$ cat src/rtl/tcf_pkg.sv
// shared constants, types and helpers for the two-class oldest-first fifo
package tcf_pkg;

	localparam int QUEUE_DEPTH = 16;
	localparam int TAG_WIDTH   = 16;
	localparam int STAMP_WIDTH = 8;

	localparam int PTR_W   = (QUEUE_DEPTH > 1) ? $clog2(QUEUE_DEPTH) : 1;
	localparam int CNT_W   = $clog2(QUEUE_DEPTH + 1);
	localparam int ENTRY_W = TAG_WIDTH + STAMP_WIDTH;

	localparam logic [PTR_W-1:0] LAST_PTR = PTR_W'(QUEUE_DEPTH - 1);
	localparam logic [CNT_W-1:0] FULL_CNT = CNT_W'(QUEUE_DEPTH);

	// request opcodes
	localparam logic [1:0] OP_ENQ     = 2'd0;
	localparam logic [1:0] OP_DEQ0    = 2'd1;
	localparam logic [1:0] OP_DEQ1    = 2'd2;
	localparam logic [1:0] OP_DEQ_OLD = 2'd3;

	// result status codes
	localparam logic [2:0] STATUS_ENQUEUED = 3'd0;
	localparam logic [2:0] STATUS_DEQUEUED = 3'd1;
	localparam logic [2:0] STATUS_EMPTY    = 3'd2;
	localparam logic [2:0] STATUS_FULL     = 3'd3;
	localparam logic [2:0] STATUS_REJECTED = 3'd4;

	typedef logic [2:0] kind_t;

	// decoded command kinds handed from front to back
	localparam kind_t K_ENQ0    = 3'd0;
	localparam kind_t K_ENQ1    = 3'd1;
	localparam kind_t K_REJ     = 3'd2;
	localparam kind_t K_DEQ0    = 3'd3;
	localparam kind_t K_DEQ1    = 3'd4;
	localparam kind_t K_DEQ_OLD = 3'd5;

	typedef struct packed {
		kind_t                  kind;
		logic [TAG_WIDTH-1:0]   tag;
		logic [STAMP_WIDTH-1:0] stamp;
	} cmd_t;

	function automatic logic [PTR_W-1:0] ptr_next(input logic [PTR_W-1:0] p);
		ptr_next = (p == LAST_PTR) ? '0 : p + PTR_W'(1);
	endfunction

endpackage

$ cat src/rtl/tcf_ram.sv
// generic single-write, single-read ram with registered read data
module tcf_ram #(
	parameter int WIDTH  = 8,
	parameter int DEPTH  = 16,
	parameter int ADDR_W = (DEPTH > 1) ? $clog2(DEPTH) : 1
) (
	input  logic              clk,
	input  logic              we,
	input  logic [ADDR_W-1:0] waddr,
	input  logic [WIDTH-1:0]  wdata,
	input  logic              re,
	input  logic [ADDR_W-1:0] raddr,
	output logic [WIDTH-1:0]  rdata
);

	logic [WIDTH-1:0] mem_q [DEPTH];
	logic [WIDTH-1:0] rdata_q;

	always_ff @(posedge clk) begin
		if (we) begin
			mem_q[waddr] <= wdata;
		end
		if (re) begin
			rdata_q <= mem_q[raddr];
		end
	end

	assign rdata = rdata_q;

endmodule

$ cat src/rtl/tcf_front.sv
// request intake: classifies requests, stamps enqueues, buffers commands
module tcf_front import tcf_pkg::*; (
	input  logic                 clk,
	input  logic                 arst_n,
	input  logic                 in_valid,
	output logic                 in_ready,
	input  logic [1:0]           opcode,
	input  logic [1:0]           item_class,
	input  logic [TAG_WIDTH-1:0] item_tag,
	output logic                 cmd_valid,
	output cmd_t                 cmd,
	input  logic                 cmd_pop
);

	cmd_t                   fifo_q [2];
	logic                   wr_q;
	logic                   rd_q;
	logic [1:0]             fill_q;
	logic [STAMP_WIDTH-1:0] stamp_q;
	cmd_t                   new_cmd;
	logic                   push;
	logic                   is_enq;

	assign in_ready  = (fill_q != 2'd2);
	assign push      = in_valid && in_ready;
	assign is_enq    = (opcode == OP_ENQ);
	assign cmd_valid = (fill_q != 2'd0);
	assign cmd       = fifo_q[rd_q];

	always_comb begin
		new_cmd.tag   = item_tag;
		new_cmd.stamp = stamp_q;
		case (opcode)
			OP_ENQ: begin
				// classes 2 and 3 are rejected but still take a stamp
				if (item_class[1]) begin
					new_cmd.kind = K_REJ;
				end else if (item_class[0]) begin
					new_cmd.kind = K_ENQ1;
				end else begin
					new_cmd.kind = K_ENQ0;
				end
			end
			OP_DEQ0:    new_cmd.kind = K_DEQ0;
			OP_DEQ1:    new_cmd.kind = K_DEQ1;
			default:    new_cmd.kind = K_DEQ_OLD;
		endcase
	end

	always_ff @(posedge clk) begin
		if (push) begin
			fifo_q[wr_q] <= new_cmd;
		end
	end

	always_ff @(posedge clk or negedge arst_n) begin
		if (!arst_n) begin
			wr_q    <= 1'b0;
			rd_q    <= 1'b0;
			fill_q  <= 2'd0;
			stamp_q <= '0;
		end else begin
			if (push) begin
				wr_q <= !wr_q;
			end
			if (cmd_pop) begin
				rd_q <= !rd_q;
			end
			case ({push, cmd_pop})
				2'b10:   fill_q <= fill_q + 2'd1;
				2'b01:   fill_q <= fill_q - 2'd1;
				default: fill_q <= fill_q;
			endcase
			if (push && is_enq) begin
				stamp_q <= stamp_q + STAMP_WIDTH'(1);
			end
		end
	end

endmodule

$ cat src/rtl/tcf_back.sv
// ring storage and command execution with the result register
module tcf_back import tcf_pkg::*; (
	input  logic                   clk,
	input  logic                   arst_n,
	input  logic                   cmd_valid,
	input  cmd_t                   cmd,
	output logic                   cmd_pop,
	output logic                   out_valid,
	input  logic                   out_ready,
	output logic [2:0]             status,
	output logic                   out_class,
	output logic [TAG_WIDTH-1:0]   out_tag,
	output logic [STAMP_WIDTH-1:0] out_stamp
);

	localparam logic S_IDLE = 1'b0;
	localparam logic S_READ = 1'b1;

	logic                   state_q;
	kind_t                  kind_q;
	logic [PTR_W-1:0]       head0_q, tail0_q, head1_q, tail1_q;
	logic [CNT_W-1:0]       cnt0_q, cnt1_q;
	logic                   out_valid_q;
	logic [2:0]             status_q;
	logic                   class_q;
	logic [TAG_WIDTH-1:0]   tag_q;
	logic [STAMP_WIDTH-1:0] stamp_q;

	logic                   out_free;
	logic                   we0, we1, re;
	logic [ENTRY_W-1:0]     wdata;
	logic [ENTRY_W-1:0]     rdata0, rdata1;
	logic [STAMP_WIDTH-1:0] stamp0, stamp1, diff;
	logic                   pick0, sel, sel_empty;
	logic                   full0, full1;
	logic                   is_deq;
	logic                   load_enq, finish_deq;

	tcf_ram #(.WIDTH(ENTRY_W), .DEPTH(QUEUE_DEPTH), .ADDR_W(PTR_W)) u_ram0 (
		.clk   (clk),
		.we    (we0),
		.waddr (tail0_q),
		.wdata (wdata),
		.re    (re),
		.raddr (head0_q),
		.rdata (rdata0)
	);

	tcf_ram #(.WIDTH(ENTRY_W), .DEPTH(QUEUE_DEPTH), .ADDR_W(PTR_W)) u_ram1 (
		.clk   (clk),
		.we    (we1),
		.waddr (tail1_q),
		.wdata (wdata),
		.re    (re),
		.raddr (head1_q),
		.rdata (rdata1)
	);

	assign out_free = !out_valid_q || out_ready;
	assign is_deq   = (cmd.kind == K_DEQ0) || (cmd.kind == K_DEQ1) ||
		(cmd.kind == K_DEQ_OLD);
	assign full0    = (cnt0_q == FULL_CNT);
	assign full1    = (cnt1_q == FULL_CNT);

	// enqueues finish at once; dequeues first read both ring heads
	assign cmd_pop    = (state_q == S_IDLE) && cmd_valid && (is_deq || out_free);
	assign load_enq   = cmd_pop && !is_deq;
	assign re         = cmd_pop && is_deq;
	assign finish_deq = (state_q == S_READ) && out_free;
	assign wdata      = {cmd.tag, cmd.stamp};
	assign we0        = load_enq && (cmd.kind == K_ENQ0) && !full0;
	assign we1        = load_enq && (cmd.kind == K_ENQ1) && !full1;

	// wraparound age compare, ties and half-range distance go to class 1
	assign stamp0 = rdata0[STAMP_WIDTH-1:0];
	assign stamp1 = rdata1[STAMP_WIDTH-1:0];
	assign diff   = stamp1 - stamp0;
	assign pick0  = (diff != '0) && !diff[STAMP_WIDTH-1];

	always_comb begin
		case (kind_q)
			K_DEQ0: sel = 1'b0;
			K_DEQ1: sel = 1'b1;
			default: begin
				if (cnt0_q != '0 && cnt1_q != '0) begin
					sel = !pick0;
				end else begin
					sel = (cnt0_q == '0);
				end
			end
		endcase
		sel_empty = sel ? (cnt1_q == '0) : (cnt0_q == '0);
	end

	always_ff @(posedge clk) begin
		if (load_enq) begin
			class_q <= 1'b0;
			tag_q   <= '0;
			stamp_q <= cmd.stamp;
			case (cmd.kind)
				K_ENQ0:  status_q <= full0 ? STATUS_FULL : STATUS_ENQUEUED;
				K_ENQ1:  status_q <= full1 ? STATUS_FULL : STATUS_ENQUEUED;
				default: status_q <= STATUS_REJECTED;
			endcase
		end else if (finish_deq) begin
			if (sel_empty) begin
				status_q <= STATUS_EMPTY;
				class_q  <= 1'b0;
				tag_q    <= '0;
				stamp_q  <= '0;
			end else begin
				status_q <= STATUS_DEQUEUED;
				class_q  <= sel;
				tag_q    <= sel ? rdata1[ENTRY_W-1:STAMP_WIDTH] : rdata0[ENTRY_W-1:STAMP_WIDTH];
				stamp_q  <= sel ? stamp1 : stamp0;
			end
		end
		if (re) begin
			kind_q <= cmd.kind;
		end
	end

	always_ff @(posedge clk or negedge arst_n) begin
		if (!arst_n) begin
			state_q     <= S_IDLE;
			out_valid_q <= 1'b0;
			head0_q     <= '0;
			tail0_q     <= '0;
			cnt0_q      <= '0;
			head1_q     <= '0;
			tail1_q     <= '0;
			cnt1_q      <= '0;
		end else begin
			if (load_enq || finish_deq) begin
				out_valid_q <= 1'b1;
			end else if (out_ready) begin
				out_valid_q <= 1'b0;
			end
			if (re) begin
				state_q <= S_READ;
			end else if (finish_deq) begin
				state_q <= S_IDLE;
			end
			if (we0) begin
				tail0_q <= ptr_next(tail0_q);
				cnt0_q  <= cnt0_q + CNT_W'(1);
			end
			if (we1) begin
				tail1_q <= ptr_next(tail1_q);
				cnt1_q  <= cnt1_q + CNT_W'(1);
			end
			if (finish_deq && !sel_empty) begin
				if (sel) begin
					head1_q <= ptr_next(head1_q);
					cnt1_q  <= cnt1_q - CNT_W'(1);
				end else begin
					head0_q <= ptr_next(head0_q);
					cnt0_q  <= cnt0_q - CNT_W'(1);
				end
			end
		end
	end

	assign out_valid = out_valid_q;
	assign status    = status_q;
	assign out_class = class_q;
	assign out_tag   = tag_q;
	assign out_stamp = stamp_q;

endmodule

$ cat src/rtl/two_class_fifo_oldest_first.sv
// top level of the two-class fifo with oldest-first dequeue
//
//  channel   handshake             payload
//  request   in_valid / in_ready   opcode, item_class, item_tag
//  result    out_valid / out_ready status, out_class, out_tag, out_stamp
//
// enqueue and rejected requests finish straight from idle, while dequeues
// go through a read state because the ring heads come from rams with registered read ports.
// a two-entry command queue sits between intake and execution, and the
// result register lets a new request in while a result waits for transfer.
// reset clears pointers, counts and the stamp counter; ring rams are not cleared.
module two_class_fifo_oldest_first import tcf_pkg::*; (
	input  logic                   clk,
	input  logic                   arst_n,
	input  logic                   in_valid,
	output logic                   in_ready,
	input  logic [1:0]             opcode,
	input  logic [1:0]             item_class,
	input  logic [TAG_WIDTH-1:0]   item_tag,
	output logic                   out_valid,
	input  logic                   out_ready,
	output logic [2:0]             status,
	output logic                   out_class,
	output logic [TAG_WIDTH-1:0]   out_tag,
	output logic [STAMP_WIDTH-1:0] out_stamp
);

	logic cmd_valid;
	logic cmd_pop;
	cmd_t cmd;

	tcf_front u_front (
		.clk        (clk),
		.arst_n     (arst_n),
		.in_valid   (in_valid),
		.in_ready   (in_ready),
		.opcode     (opcode),
		.item_class (item_class),
		.item_tag   (item_tag),
		.cmd_valid  (cmd_valid),
		.cmd        (cmd),
		.cmd_pop    (cmd_pop)
	);

	tcf_back u_back (
		.clk       (clk),
		.arst_n    (arst_n),
		.cmd_valid (cmd_valid),
		.cmd       (cmd),
		.cmd_pop   (cmd_pop),
		.out_valid (out_valid),
		.out_ready (out_ready),
		.status    (status),
		.out_class (out_class),
		.out_tag   (out_tag),
		.out_stamp (out_stamp)
	);

endmodule

$ cat config.mk
export PLATFORM = sky130hd
export DESIGN_NAME = two_class_fifo_oldest_first
export DESIGN_NICKNAME = d
export VERILOG_FILES = /design/src/rtl/tcf_pkg.sv /design/src/rtl/tcf_ram.sv /design/src/rtl/tcf_front.sv /design/src/rtl/tcf_back.sv /design/src/rtl/two_class_fifo_oldest_first.sv
export SDC_FILE = /design/constraint.sdc
export NUM_CORES = 1
export LEC_CHECK = 0
export BUFFER_PORTS_ARGS = -buffer_cell sky130_fd_sc_hd__buf_2
export CAP_MARGIN = 20
export CORE_MARGIN = 4
export CORE_UTILIZATION = 56
export DETAILED_ROUTE_END_ITERATION = 8
export PLACE_DENSITY = 0.75
export SLEW_MARGIN = 10
export SYNTH_ARGS = -nofsm -noshare
export SYNTH_HDL_FRONTEND = slang
export SYNTH_SLANG_ARGS = --single-unit
$ cat constraint.sdc
create_clock -name clk -period 3.7 [get_ports clk]
set_input_delay 0.925 -clock clk [delete_from_list [all_inputs] [get_ports clk]]
set_output_delay 0.925 -clock clk [all_outputs]
set_load 0.02 [all_outputs]
### Yosys cells after proc, flatten, opt, wreduce, memory -nomap -nowiden

Memory sizes are Yosys's and may differ from the RTL's. A register that Yosys moved wholly into a read port is not among the register bits.
Cells that the tools add are included.
W data, S select, Z words.

| cells by class | value |
|---|---|
| add/subtract/negate cells | 12 |
| equality and inequality tests | 17 |
| muxes and demuxes | 40 |
| bitwise gates (word level) | 2 |
| reductions and logical operators | 42 |

Operators with widths:

| kind | number |
|---|---|
| $mux W16 | 2 |
| $mux W8 | 4 |
| $mux W5 | 6 |
| $add A4 B1 Y4 const B | 4 |
| $eq A4 B4 Y1 const B | 4 |
| $mux W4 | 4 |
| $logic_and A1 B1 Y1 | 14 |
| $mux W1 | 14 |
| $add A5 B1 Y5 const B | 2 |
| $eq A5 B5 Y1 const B | 2 |
| $logic_not A5 Y1 | 2 |
| $reduce_bool A2 Y1 | 5 |
| $reduce_bool A5 Y1 | 2 |
| $sub A5 B1 Y5 const B | 2 |
| $eq A3 B3 Y1 const B | 3 |
| $logic_not A1 Y1 | 9 |
| $mux W3 | 3 |
| $pmux W3 S3 | 1 |
| $add A8 B1 Y8 const B | 1 |
| $reduce_bool A8 Y1 | 1 |
| $sub A8 B8 Y8 | 1 |
| $eq A3 B2 Y1 const B | 2 |
| $mux W2 | 3 |
| $pmux W3 S2 | 1 |
| other kinds (13) | 21 |

| word-level totals | value |
|---|---|
| register bits after elaboration | 71 |
| memory bits (writable) | 822 |
| output and inout bits | 30 |
| logic and storage cells | 133 |
| memories | 3 |

Memory list:

| name | words | bits a word | read ports | clocked after Yosys merged registers in | wr ports | line | RTL |
|---|---|---|---|---|---|---|---|
| u_back.u_ram0.mem_q | 16 | 24 | 1 | 1 | 1 | tcf_ram.sv:16 | `logic [WIDTH-1:0] mem_q [DEPTH];` |
| u_back.u_ram1.mem_q | 16 | 24 | 1 | 1 | 1 | tcf_ram.sv:16 |  |
| u_front.fifo_q | 2 | 27 | 1 | 0 | 1 | tcf_front.sv:15 | `cmd_t fifo_q [2];` |

### Logic depth before layout (Yosys ltp)

Gate-level depths: netlist of run 1.
An unclocked memory read counts as a cell.

| depth | value |
|---|---|
| depth after elaboration | 12 |
| gate-level depth with buffers | 12 |
| depth with buffers taken out | 10 |

### By module

From an unflattened synthesis of run 1, not the netlist that was laid out.

| unflattened totals | value |
|---|---|
| cell total of the unflattened synthesis | 1737 |
| area total of the unflattened synthesis | 36158.4 µm² |

By module, submodules not included:

| module | times used | cells an instance | area an instance (µm²) | sequential area each (µm²) |
|---|---|---|---|---|
| tcf_ram | 2 | 636 | 15170.8 | 12251.8 |
| tcf_back | 1 | 327 | 3271.9 | 1461.4 |
| tcf_front | 1 | 138 | 2544.9 | 1921.8 |

### Worst setup path before layout of run 1

Ideal clock, no wire load.

| path | value |
|---|---|
| kind | register -> register |
| from | register u_front.rd_q |
| to | register u_back.kind_q[0] (enable) |
| library setup time | 0.461 ns |
| arrival time | 3.376 ns |
| data required time | 3.239 ns |
| slack | -0.137 ns |
| cell stages (with the launch flop) | 6 |
| buffers on the path | 1 |
| period minus slack after synthesis | 3.837 ns |
| cells stage by stage | dfrtp_1 buf_4 mux2_2 nor3_2 a21oi_1 nor2_1 |

RTL lines:

| element | line | RTL |
|---|---|---|
| start, declared | tcf_front.sv:17 | `logic rd_q;` |
| start signal, assigned | tcf_front.sv:67 | `rd_q <= !rd_q;` |
| end signal, assigned | tcf_back.sv:119 | `kind_q <= cmd.kind;` |
| end, declared | tcf_back.sv:20 | `kind_t kind_q;` |

### Worst setup path in the final report of run 1

| path | value |
|---|---|
| from | register u_back.u_ram1.rdata_q[6] (netlist: u_back.u_ram1.rdata[6]), read port of u_back.u_ram1.mem_q |
| to | register u_back.head0_q[1] |

| on the way | value |
|---|---|
| word-level cells in the longest chain between the ends | 10 |
| elaborated cells on any way between the ends | 12 |

Ends and longest elaborated chain:

| element | line | RTL |
|---|---|---|
| start, declared | tcf_ram.sv:17 | `logic [WIDTH-1:0] rdata_q;` |
| $sub A8 B8 Y8 * | tcf_back.sv:77 | `assign diff = stamp1 - stamp0;` |
| $reduce_bool A8 Y1 / $logic_not A1 Y1 (equally long branches) | tcf_back.sv:78 | `assign pick0 = (diff != '0) && !diff[STAMP_WIDTH-1];` |
| $logic_and A1 B1 Y1 * | tcf_back.sv:78 |  |
| $logic_not A1 Y1 * | tcf_back.sv:86 | `sel = !pick0;` |
| $mux W1 * | tcf_back.sv:85 | `if (cnt0_q != '0 && cnt1_q != '0) begin` |
| $pmux W1 S2 * | tcf_back.sv:81 | `case (kind_q)` |
| $mux W1 | tcf_back.sv:92 | `sel_empty = sel ? (cnt1_q == '0) : (cnt0_q == '0);` |
| $logic_not A1 Y1 | tcf_back.sv:152 | `if (finish_deq && !sel_empty) begin` |
| $logic_and A1 B1 Y1 | tcf_back.sv:152 |  |
| $reduce_and A2 Y1 (no line) * | n/a |  |
| end signal, assigned | tcf_back.sv:157 | `head0_q <= ptr_next(head0_q);` |
| end, declared | tcf_back.sv:21 | `logic [PTR_W-1:0] head0_q, tail0_q, head1_q, tail1_q;` |

Mark *: on every way between the ends. The rest lies on a longest branch, timed or not.
A chain may end at the register's enable or synchronous reset.

==> results of run 1 <==
[sequential cells by signal, summed over array words and instances (netlist names), 4 cells and up]
register / flops
u_back.out_stamp: 8
u_back.out_tag: 16
u_back.head0_q: 4
u_back.tail0_q: 4
u_back.u_ram1.rdata: 24
u_front.fifo_q: 54
u_back.tail1_q: 4
u_front.stamp_q: 8
u_back.cnt0_q: 5
u_back.u_ram0.mem_q: 384
u_back.head1_q: 4
u_back.u_ram1.mem_q: 384
u_back.u_ram0.rdata: 24
u_back.cnt1_q: 5
[synthesized netlist by cell type, drive strengths merged (3+ instances only)]
master,number,area share [%]
a41oi,4,0.11
dfrtp,40,2.7
a21o,4,0.081
nand3,7,0.094
nor2,32,0.34
buf,47,0.62
o21ai,95,1.3
inv,25,0.25
nand4,17,0.29
nand2b,6,0.10
and2,40,0.67
clkbuf,61,0.62
a22oi,48,0.97
o41ai,3,0.12
a221oi,48,1.1
nor4,3,0.050
mux4,96,5.8
a21oi,75,1.1
edfxtp,884,71
xor2,6,0.14
nor3,13,0.22
dfxtp,17,0.92
a31oi,5,0.084
mux2,66,2.0
o31ai,4,0.094
mux2i,163,4.4
a311o,16,0.43
xnor2,18,0.42
and3,17,0.30
o211ai,13,0.26
ha,23,0.77
nor2b,7,0.12
nand2,133,1.3
[kinds of logic (layout without fill, tap and decap cells)]
group,count (synthesis),count (layout)
mux,325,325
fa+ha+maj,24,24
compound gates,332,332
flops,941,941
simple gates,284,284
xor+xnor,24,24
buf+inv,133,337
[metal layers]
layer  vias to the layer above  share of wire, %  global-route usage, %
met1                     10300                42                   34.8
met3                       126               7.8                   4.00
li1                       8533                 -                      -
met2                       875                48                   38.3
met4                         2               2.4                   6.89
met5                         -             0.015                      0
[final timing paths]
path	start	to
min in group clk	item_tag[1]	u_front.fifo_q[1][9]
max in group asynchronous	arst_n	u_back.cnt0_q[2]
worst min register to register	u_back.u_ram1.rdata[10]	u_back.out_tag[2]
worst max-delay path	u_back.u_ram1.rdata[6]	u_back.head0_q[1]
worst min-delay path	arst_n	u_front.wr_q
worst max register to register	u_back.u_ram1.rdata[6]	u_back.head0_q[1]
[power by group]
part | leakage [nW] | switching (mW) | total (mW) | internal (mW)
Sequential | 8.62 | 0.948 | 15.1 | 14.1
Combinational | 4.23 | 7.04 | 11.0 | 3.97
Clock | 1.48 | 3.83 | 9.37 | 5.54
[per-stage QoR]
stage	instance area [µm²]	utilization, %	instances
2_1_floorplan	37200	-	2063
3_3_place_gp	38900	59.2	2966
3_5_place_dp	38900	59.2	2966
4_1_cts	42000	63.8	3129
5_1_grt	42000	63.9	3131
6_report	42000	63.9	3131
[cell usage in the layout, fill, tap and decap left out, types with 35 or more instances in the layout]
master and n:
o21ai_0 95, edfxtp_1 884, a21oi_1 72, mux2_2 63
mux2i_1 161, dfrtp_1 35, buf_2 53, nand2_1 133
buf_4 86, a221oi_1 48, a22oi_1 48, and2_1 35
mux4_2 96, clkbuf_16 93
[cell type report]
class / instances / share of cell area [%]
Tap cell: 864 / 2.57
Inverter: 25 / 0.223
Clock buffer: 108 / 5.72
Multi-Input combinational cell: 989 / 20.9
Clock inverter: 55 / 1.50
Sequential cell: 941 / 66.4
Timing Repair Buffer: 149 / 2.63
==> metrics.yaml, run 1 <==
htree_num_levels: 3
root_buffer: "clkbuf_16"
drt_iter0_drc: 2036
nets: 2244
synth_adder_area_share_pct: 0.828
grt_pass1_vias: 19800
syn-mean-instance-area_um2: 18.0
cp_max_fo: 17
std_cell_rows: 94
setup_viol: 0
hold_class: "in2async"
fin_setup_tns_ps: 0
required_ps: 4200
syn_area_um2: 37200
synth_flop_cell: "edfxtp_1"
die_area_um2: 70600
cts.repair.resized: 0
synthArstFlopShare_pct: 4.25
p_leak_nw: 14.3
pre_cts_ws_ps: 414
synth_seq_cells: 941
wire_per_inst_um: 27.0
end_kind: "flip-flop"
crit_path_frequent_cell: "or3_1"
status: "finished, final reports clean"
ys_seq_area_share_pct: 75.0
multiInputGateArea_um2: 8780
hold_buffers: 0
ir_worst_vdd_mv: 0.636
synthXorXnorAreaFrac_pct: 0.565
total_power_mw: 35.4
post_cts_buffers: 0
timing.final.ws_setup_ps: 478
fin_crit_sh_pct: 87.1
die_w_um: 266
max_freq_mhz: 310
clk_pin_slew_ps: 60
clkSinkCount: 941
grt_max_degree: 54
synth_top_family_by_area: "multiplexers"
synth_warnings: 0
vias_per_cell: 6.32
drive_gt1_share_pct: 20.8
antenna_found_initial: 3
cp_num_cells: 8
powerDensity_nw_per_um2: 844
grt.total_usage_pct: 24.0
clock_path_buffers: 3
relSlewSlack_pct: 33.3
final_max_slew_viol_count: 0
diodes: 0
routed-via-count: 19800
path_cells: "ha_1, or3_1, o31ai_2, mux2_4, or3_1, buf_12, a21oi_4, mux2_2"
gp_congestion: 0.842
io_buffers: 53
min_period_ps: 3220
r2r_slack_ps: 480
cts_tree: "yes"
cpMaxStageDelayCell: "or3_1"
r2r_cells: 8
ios: 54
worst_slew_pin_slew_ps: 1000
areaGrowthSynthToFinish_pct: 12.9
wirelength_mm: 84.7
ant_nets: 0
synth_mux_area_share_pct: 12.3
clock_latency_ps: 640
grt_pass1_wl_mm: 126
synth_simple_gate_area_share_pct: 3.73
overflow: 0
hold_viol_final: 0
coreArea_um2: 65700
regArea_um2: 27900
synth_compound_area_share_pct: 6.11
syn_inst: 2063
cap_violations: 0
path_class: "reg2reg"
whs_ps: 360
slowest_delay_ps: 560
rsz0062_at_grt: "no"
fill_cells: 4354
die_h_um: 266
worstPathArrival_ps: 3720
cp-start-kind: "flip-flop"
drt_first_pass_iters: 5
cts_buffers: 90
synth-edff-count: 884
critPathBufInv: 1
initial_core_util_pct: 56.6
fin_skew_ps: 27.2
synth_fp_nets: 2111
path_delay_family: "simple AND/OR/NAND/NOR gates"
dpl.hpwl_mm: 50.7
yosys.cell_types.count: 72
drc_errors: 0
Note: power is estimated with default switching activity, not from simulation.
==> run 2, diff against run 1 <==
- clock period: 3.7 -> 2.7 ns (I/O delays scaled with it)
==> run 2 against run 1 <==
Against the previous run: the flow now finishes with violations (setup timing); clock skew decreased by 5.4 ps; utilization increased by 1.7 points; highest routed layer is now met4; critical path depth rose by 1; largest power group unchanged; clock power is 29% higher; fmax up 14%; hold slack got worse by 200 ps; count of clock-buffer cells in the layout rose by 16; first-iteration DRC count did not move; register-to-register slack worse by 590 ps; largest cell class unchanged; critical endpoint is now u_back.out_tag[3]; die area unchanged.
==> metrics.yaml, run 2 (synthesis gave the netlist of run 1 again) <==
std_cell_rows: 94
end_kind: "flip-flop"
grt_pass1_wl_mm: 130
final_max_slew_viol_count: 0
grt_pass1_vias: 20600
htree_num_levels: 3
cap_violations: 0
root_buffer: "clkbuf_16"
fin_skew_ps: 21.8
clkPwrFrac_pct: 24.4
clock_latency_ps: 640
status: "finished, violations left"
setup_viol: 31
die_area_um2: 70600
hold_class: "in2async"
worstPathArrival_ps: 3340
coreArea_um2: 65700
p_comb_share_pct: 34.4
dpl.hpwl_mm: 52.4
p_int_mw: 32.9
switching_power_mw: 16.8
fin_area_um2: 43100
cts_buffers: 93
total_power_mw: 49.8
areaGrowthSynthToFinish_pct: 16.0
place_area_um2: 39900
layout_commonest_cell: "edfxtp_1"
relSlewSlack_pct: 39.5
fin_setup_tns_ps: -2660
rsz0062_at_grt: "yes"
clock_path_buffers: 3
max_freq_mhz: 355
layout_common_cells: "884 x edfxtp_1, 159 x mux2i_1, 133 x nand2_1"
r2r_slack_ps: -110
overflow: 0
antenna_found_initial: 2
ir_worst_vdd_mv: 0.913
nets: 2321
wire_per_inst_um: 27.2
clkSinkCount: 941
grt_max_degree: 52
io_buffers: 53
powerDensity_nw_per_um2: 1150
cp_max_fo: 16
die_w_um: 266
whs_ps: 163
cp-start-kind: "flip-flop"
hold_viol_final: 0
top_regs: "u_back.u_ram0.mem_q: 384 flops, u_back.u_ram1.mem_q: 384 flops, u_front.fifo_q: 54 flops"
clk_pin_slew_ps: 60
die_h_um: 266
drt_first_pass_iters: 6
required_ps: 3230
seqPwrFrac_pct: 41.2
path_class: "reg2reg"
timing.final.ws_setup_ps: -115
min_period_ps: 2810
initial_core_util_pct: 56.6
ios: 54
worst_slew_pin_slew_ps: 908
drive_gt1_share_pct: 25.1
grt.total_usage_pct: 24.6
cts_tree: "yes"
drc_errors: 0
vias_per_cell: 6.32
diodes: 0
wirelength_mm: 87.1
p_leak_nw: 14.8
drt_iter0_drc: 2036
violations: "setup timing"
gp_congestion: 0.878
ant_nets: 0
p_sw_share_pct: 33.8
fin_crit_sh_pct: 104
routed-via-count: 20300
==> run 2: cell types whose count changed in the layout (fill, tap and decap cells not counted), moves of 9 or more <==
cell / change
and2_1: -15
buf_12: +37
buf_4: +24
bufinv_16: -9
clkinv_1: -9
clkbuf_1: +14
and2_2: +15
buf_6: +12
==> run 2: path summary, 6_finish.rpt <==
kind	startpoint	to	cells after the start
setup / recovery	u_back.u_ram1.rdata[6]	u_back.out_tag[3]	9
hold / removal	arst_n	u_front.wr_q	1
min in group clk	item_tag[14]	u_front.fifo_q[1][22]	1
hold reg to reg	u_back.u_ram1.rdata[17]	u_back.out_tag[9]	1
setup reg to reg	u_back.u_ram1.rdata[6]	u_back.out_tag[3]	9
max in group asynchronous	arst_n	u_back.head1_q[0]	1
==> run 2: area by class of cell <==
type | instances | area (µm²)
clock buffers | 124 | 2510
well taps | 864 | 1080
inverters | 25 | 93.8
clock inverters | 43 | 348
multi-input cells | 990 | 9040
flip-flops and latches | 941 | 27900
repair buffers | 222 | 2160
fillers | 4235 | 22600
==> run 2: stage by stage <==
step | utilization, % | std cells | setup WS [ps]
detailed placement | 60.7 | 3035 | -199
finish | 65.6 | 3209 | -115
CTS | 65.3 | 3207 | -78.8
global placement | 60.7 | 3035 | -171
global route | 65.6 | 3209 | -198
floorplan | - | 2063 | 0.673
==> run 2: what timing repair did <==
| action | in CTS | in global routing |
|---|---|---|
| resized for setup | 29 | 29 |
| hold endpoints to repair | 0 | 0 |
| gates cloned | 2 | 0 |
| buffers inserted | 3 | 2 |
| endpoints found under the setup margin | 149 | 131 |
| pin swaps | 21 | 13 |
| hold buffers | 0 | 0 |
==> run 2: power groups by stage <==
stage	sequential, mW	clock [mW]	combinational, mW
after floorplan	20.2	0	10.5
after global placement	20.7	0	15.4
after detailed placement	20.8	0	15.9
after CTS	20.5	12.3	16.5
after global routing	20.6	13.0	18.3
final	20.5	12.1	17.1
==> run 2: critical path, stage by stage, from the launching register on <==
cell	delay (ps)
edfxtp_1	390
ha_2	210
or3_4	400
o31ai_4	270
mux2_4	350
buf_6	130
nor3_2	330
nor2_4	120
buf_8	180
a311o_1	330
==> run 2: metal layers <==
metal	part of all wire, %	global-route usage [%]	up-vias
li1	-	-	8709
met1	41	35.2	10400
met2	48	39.5	1020
met3	8.7	4.63	141
met4	2.2	6.77	0
met5	0	0	-
